===== src/design/bpq_ram.sv =====
`timescale 1ns / 1ps
`default_nettype none
// ----------------------------------------------------------------------------
// bpq_ram
// Generic single-write, single-read synchronous RAM with registered read.
// ----------------------------------------------------------------------------
module bpq_ram #(
   parameter int WIDTH = 8,
   parameter int DEPTH = 256
) (
   input  wire logic                     clock,
   input  wire logic                     wr_en,
   input  wire logic [$clog2(DEPTH)-1:0] wr_addr,
   input  wire logic [WIDTH-1:0]         wr_data,
   input  wire logic [$clog2(DEPTH)-1:0] rd_addr,
   output logic      [WIDTH-1:0]         rd_data
);

   logic [WIDTH-1:0] mem [DEPTH];

   always_ff @(posedge clock) begin
      if (wr_en) begin
         mem[wr_addr] <= wr_data;
      end
      rd_data <= mem[rd_addr];
   end

endmodule
`default_nettype wire


===== config.mk =====
export PLATFORM = sky130hd
export DESIGN_NAME = bpq_ram
export DESIGN_NICKNAME = d
export VERILOG_FILES = /design/src/design/bpq_ram.sv
export SDC_FILE = /design/constraint.sdc
export NUM_CORES = 2
export LEC_CHECK = 0
export BUFFER_PORTS_ARGS = -buffer_cell sky130_fd_sc_hd__clkbuf_2
export CAP_MARGIN = 20
export CORE_MARGIN = 1
export CORE_UTILIZATION = 40
export DETAILED_ROUTE_END_ITERATION = 7
export GPL_TIMING_DRIVEN = 0
export MAX_ROUTING_LAYER = met4
export PLACE_DENSITY = 0.55
export SKIP_CTS_REPAIR_TIMING = 1
export SYNTH_ARGS = -nofsm -noshare
export SYNTH_HDL_FRONTEND = slang
export SYNTH_SLANG_ARGS = --single-unit

===== constraint.sdc =====
create_clock -name clock -period 2.99 [get_ports clock]
set_clock_uncertainty 0.1 [all_clocks]
set_input_delay 0.598 -clock clock [delete_from_list [all_inputs] [get_ports clock]]
set_output_delay 0.598 -clock clock [all_outputs]
set_load 0.1 [all_outputs]

; ---- Yosys cells after proc, flatten, opt, wreduce, memory -nomap -nowiden
; Memory sizes are Yosys's and may differ from the RTL's. A register that Yosys moved wholly into a read port is not among the register bits.
; Cells that the tools add are included.
; Widths: inputs -> output; s select.
[classes]
n_mux = 2
[op_table]
columns = cell, count
row1 = $mux 1, 2
[word_totals]
reg_bits = 0
ram_bits = 2048
in_bits = 26
wordCells = 3
memories = 1
[memory_table]
columns = memory, depth, width, read_ports, rd_ports_with_merged_regs, write_ports, line_no
row1 = mem, 256, 8, 1, 1, 1, 19  ; logic [WIDTH-1:0] mem [DEPTH];

; ---- Longest topological paths before layout
[depth]
word_depth = 2
ltp_mapped = 11
ltp_nobuf = 6

; ---- Worst setup path before layout
; Ideal clock, no wire load.
[synth_timing]
kind = input -> register
start = input rd_addr[0]
end = register rd_data[2] (read register of mem)
setup_ns = 0.131
arrival_ns = 2.405
t_required_ns = 2.759
setup_slack_ns = 0.354
stages = 9
path_buffers = 4
path_cell_list = buf_6 > buf_12 > buf_8 > buf_2 > mux4_2 > a22oi_1 > a21oi_1 > nor4_1 > nor4_2
[synth_lines]
columns = element, line_no
row1 = from (decl), 15  ; input wire logic [$clog2(DEPTH)-1:0] rd_addr,
row2 = to (decl), 16  ; output logic [WIDTH-1:0] rd_data

; ---- Worst setup path in the final report
[layout_timing]
start = input wr_addr[2]
end = memory mem[213][6], enable pin
[layout_lines]
columns = element, line_no
row1 = from (decl), 13  ; input wire logic [$clog2(DEPTH)-1:0] wr_addr,
row2 = to (decl), 19
; No word-level cell before the write port.

==> results by group <==
Logic synthesis
  – Total number of yosys warnings: 0
  – Syn Nets: 3,759
  – Yosys top cell by area: edfxtp_1
  – Cell with the most instances after synthesis: edfxtp_1
  – Synth Area in Compound Gates: 0.0342
  – Cell area after synthesis: a little under 0.08 mm^2
  – Avg Inst Size Synth: about 21 um^2
  – Mapped Cells: 3,733
  – Fraction of registers with async set/reset: 0
  – Synthesized flop and latch total: between 2,000 and 2,500
  – Post-synthesis mux area share: 0.146
  – Commonest cells post-synth: edfxtp_1 (2,048), mux4_2 (454), nor2_1 (282)
  – Simple-gate share of the synthesized area: 0.0263
  – Post-synth top area share: 0.773
  – Seq/Total Area, Yosys: 0.775
  – Main combinational cell family by area after synthesis: multiplexers
  – Post-synth cell types: 55
  – EDFF count, synth: between 2,000 and 2,500
  – XOR/XNOR share of the synthesized area: 0
  – Synth Flop Type: edfxtp_1
  – Adder-cell area share of the yosys netlist: 0
  – Dominant cells by area after synthesis: edfxtp_1 (77%), mux4_2 (13%), mux2i_1 (1.7%)

Timing
  – Worst rel slew slack: 0.222
  – Final period util: 1.10
  – Final worst slack: -0.291 ns
  – Hold slack: 0.122 ns
  – Setup-failing EPs final: 370
  – Fin. Hold Viols: 0
  – Slew @ Worst Pin: around 1.2 ns
  – Fmax: approximately 300 MHz
  – Post-route minimum period: approximately 3.3 ns
  – RSZ-0062 raised after global routing: true
  – Max-slew violations: 0

Place
  – Placed cells: approximately 6,500
  – Placer congestion estimate: 0.967
  – Post-DP HPWL: about 170,000 um
  – Port bufs: 26

CTS
  – Reg clk slew, reported paths: around 0.060 ns
  – Clock insertion delay at the later pin of the skew report: between 0.8 and 0.9 ns
  – Clock buffer depth: 3
  – TritonCTS Buffers: ~200
  – TritonCTS clock tree: built
  – Root Buffer: clkbuf_16
  – TritonCTS Sinks: about 2,000
  – CTS H-Tree Depth: 4

Finish
  – Number of fillers in the final layout: roughly 17,000
  – Fin nets: roughly 4,000
  – Area Overhead vs Synth: 15.4%
  – Finished Layout Cells: between 6,000 and 7,000
  – Util after Layout: 0.465
  – Share of cells above drive strength 1: 0.290

Status
  – Status: complete, but fails checks
  – Failing checks: setup timing

Power
  – Tot Pwr: roughly 0.061 W
  – VDD IR max: 0.462 mV
  – Power Dens Cells: ~670 mW/mm^2
  – Leakage: between 20 and 30 nW

Min path
  – Hold Path Cell Cnt: 1
  – HP Class: input port to flip-flop
  – Hold path endpoint: mem[164][2]
  – Hold path start: wr_data[2]

Global routing
  – Total global routing overflow: 0
  – Overall Global Routing Usage: 0.257
  – Vias in the first global route: 40,100
  – First-pass GRT wire length: between 300,000 and 400,000 um
  – Initial antenna violation count: 9
  – Largest net degree at the start of global routing: between 100 and 150

Flow run
  – Maximum capacitance violations: 0

Floorplanning
  – Die height: approximately 450 um
  – Die Width: around 450 um
  – I/O pin cnt: 34
  – Initial Util: 0.403
  – Row cnt: roughly 160
  – Die ar.: approximately 0.20 mm^2
  – Core area: 0.197 mm^2

Worst setup path
  – Reg2reg path depth: 7
  – Reg2reg end: rd_data[1]
  – R2R Setup Slk: approximately 0.16 ns
  – WS Path Type: input port to flip-flop
  – Worst EP arrival: 3.65 ns
  – Worst Setup End Kind: flip-flop
  – CP required: between 3 and 4 ns
  – Worst-path maximum fanout: 10
  – Startpoint class of the critical path: input port
  – Reg2reg start: mem[85][1]

Route
  – Residual DRC count: 0
  – Number of vias per cell: between 6 and 7
  – Post-DR wirelength/cell: around 37 um
  – Routed via count: roughly 41,000
  – Pre-antenna DRT Iters: 5
  – Post-route ant nets: 0
  – Initial DRC count: roughly 6,200
  – DRT Wirelength: between 200,000 and 300,000 um
## report_power, final
| part | leakage [nW] | internal (W) | switching, W |
|---|---|---|---|
| sequential | 18.5 | 0.0318 | 0.0000296 |
| clock | 3.20 | 0.0144 | 0.0111 |
| combinational | 6.53 | 0.00116 | 0.00267 |
| total | 28.2 | 0.0474 | 0.0138 |
## through the flow
step	worst slack, ns	cell area [um^2]	TNS [ns]
after floorplan	0.354	79600	0
after global placement	-3.20	83000	-6678.52
after detailed placement	-2.21	84100	-1208.79
after CTS	-1.31	90600	-54.19
after global routing	-0.235	91800	-12.93
final	-0.291	91800	-33.08
## state kept, by name (all words and copies together) (netlist names)
signal,cells
mem,2048
rd_data,8
## layout by cell type (no fill, tap or decap), types with 32 or more instances in the layout
master	synthesis	routed
mux2i_1	134	134
a22oi_1	133	125
buf_6	21	35
clkbuf_1	111	94
clkinv_2	0	37
mux4_2	454	454
o221ai_1	46	41
nand3_1	34	32
buf_4	27	45
clkbuf_2	0	74
clkbuf_16	0	208
nor2_1	282	156
clkinv_1	1	38
buf_2	31	37
nor2_2	0	119
edfxtp_1	2048	2048
a21oi_1	96	86
## layout make-up
class	count	area, um^2	area share
sequential	2056	61700	0.672
multi-input combinational	1442	17300	0.189
clock buffer	265	5460	0.0595
tap	2640	3300	0.0360
buffer	231	1680	0.0183
timing repair buffer	94	1220	0.0133
clock inverter	110	1100	0.0120
inverter	2	11.3	0.000123
antenna	4	10.0	0.000109
## critical path, stage by stage
cell	delay (ns)
clkbuf_1	0.44
nor2b_1	0.21
clkbuf_1	0.46
nand3_1	0.31
clkbuf_2	0.69
nor2_1	0.92
## cell families (layout without fill, tap and decap cells)
logic type      after synthesis  in the layout
flops                      2056           2056
mux                         591            591
simple gates                466            466
compound gates              385            385
buf+inv                     235            702
other cells                   0              4
## per-layer routing
metal | global-route usage | share of wire | vias up
li1 | - | - | 16300
met1 | 0.355 | 0.41 | 22500
met2 | 0.380 | 0.46 | 2167
met3 | 0.0528 | 0.093 | 364
met4 | 0.0913 | 0.033 | 0
met5 | - | 0 | -
## worst max path at each step
| stage | startpoint | to | slack (ns) | cells past startpoint |
|---|---|---|---|---|
| after floorplan | rd_addr[0] | rd_data[2] | 0.35 | 9 |
| after global placement | rd_addr[1] | rd_data[5] | -3.20 | 9 |
| after detailed placement | rd_addr[3] | rd_data[3] | -2.21 | 8 |
| after CTS | rd_addr[3] | rd_data[3] | -1.31 | 8 |
| after global routing | wr_addr[2] | mem[117][4] | -0.23 | 6 |
| final | wr_addr[2] | mem[213][6] | -0.29 | 6 |
Note: power is estimated with default switching activity, not from simulation.
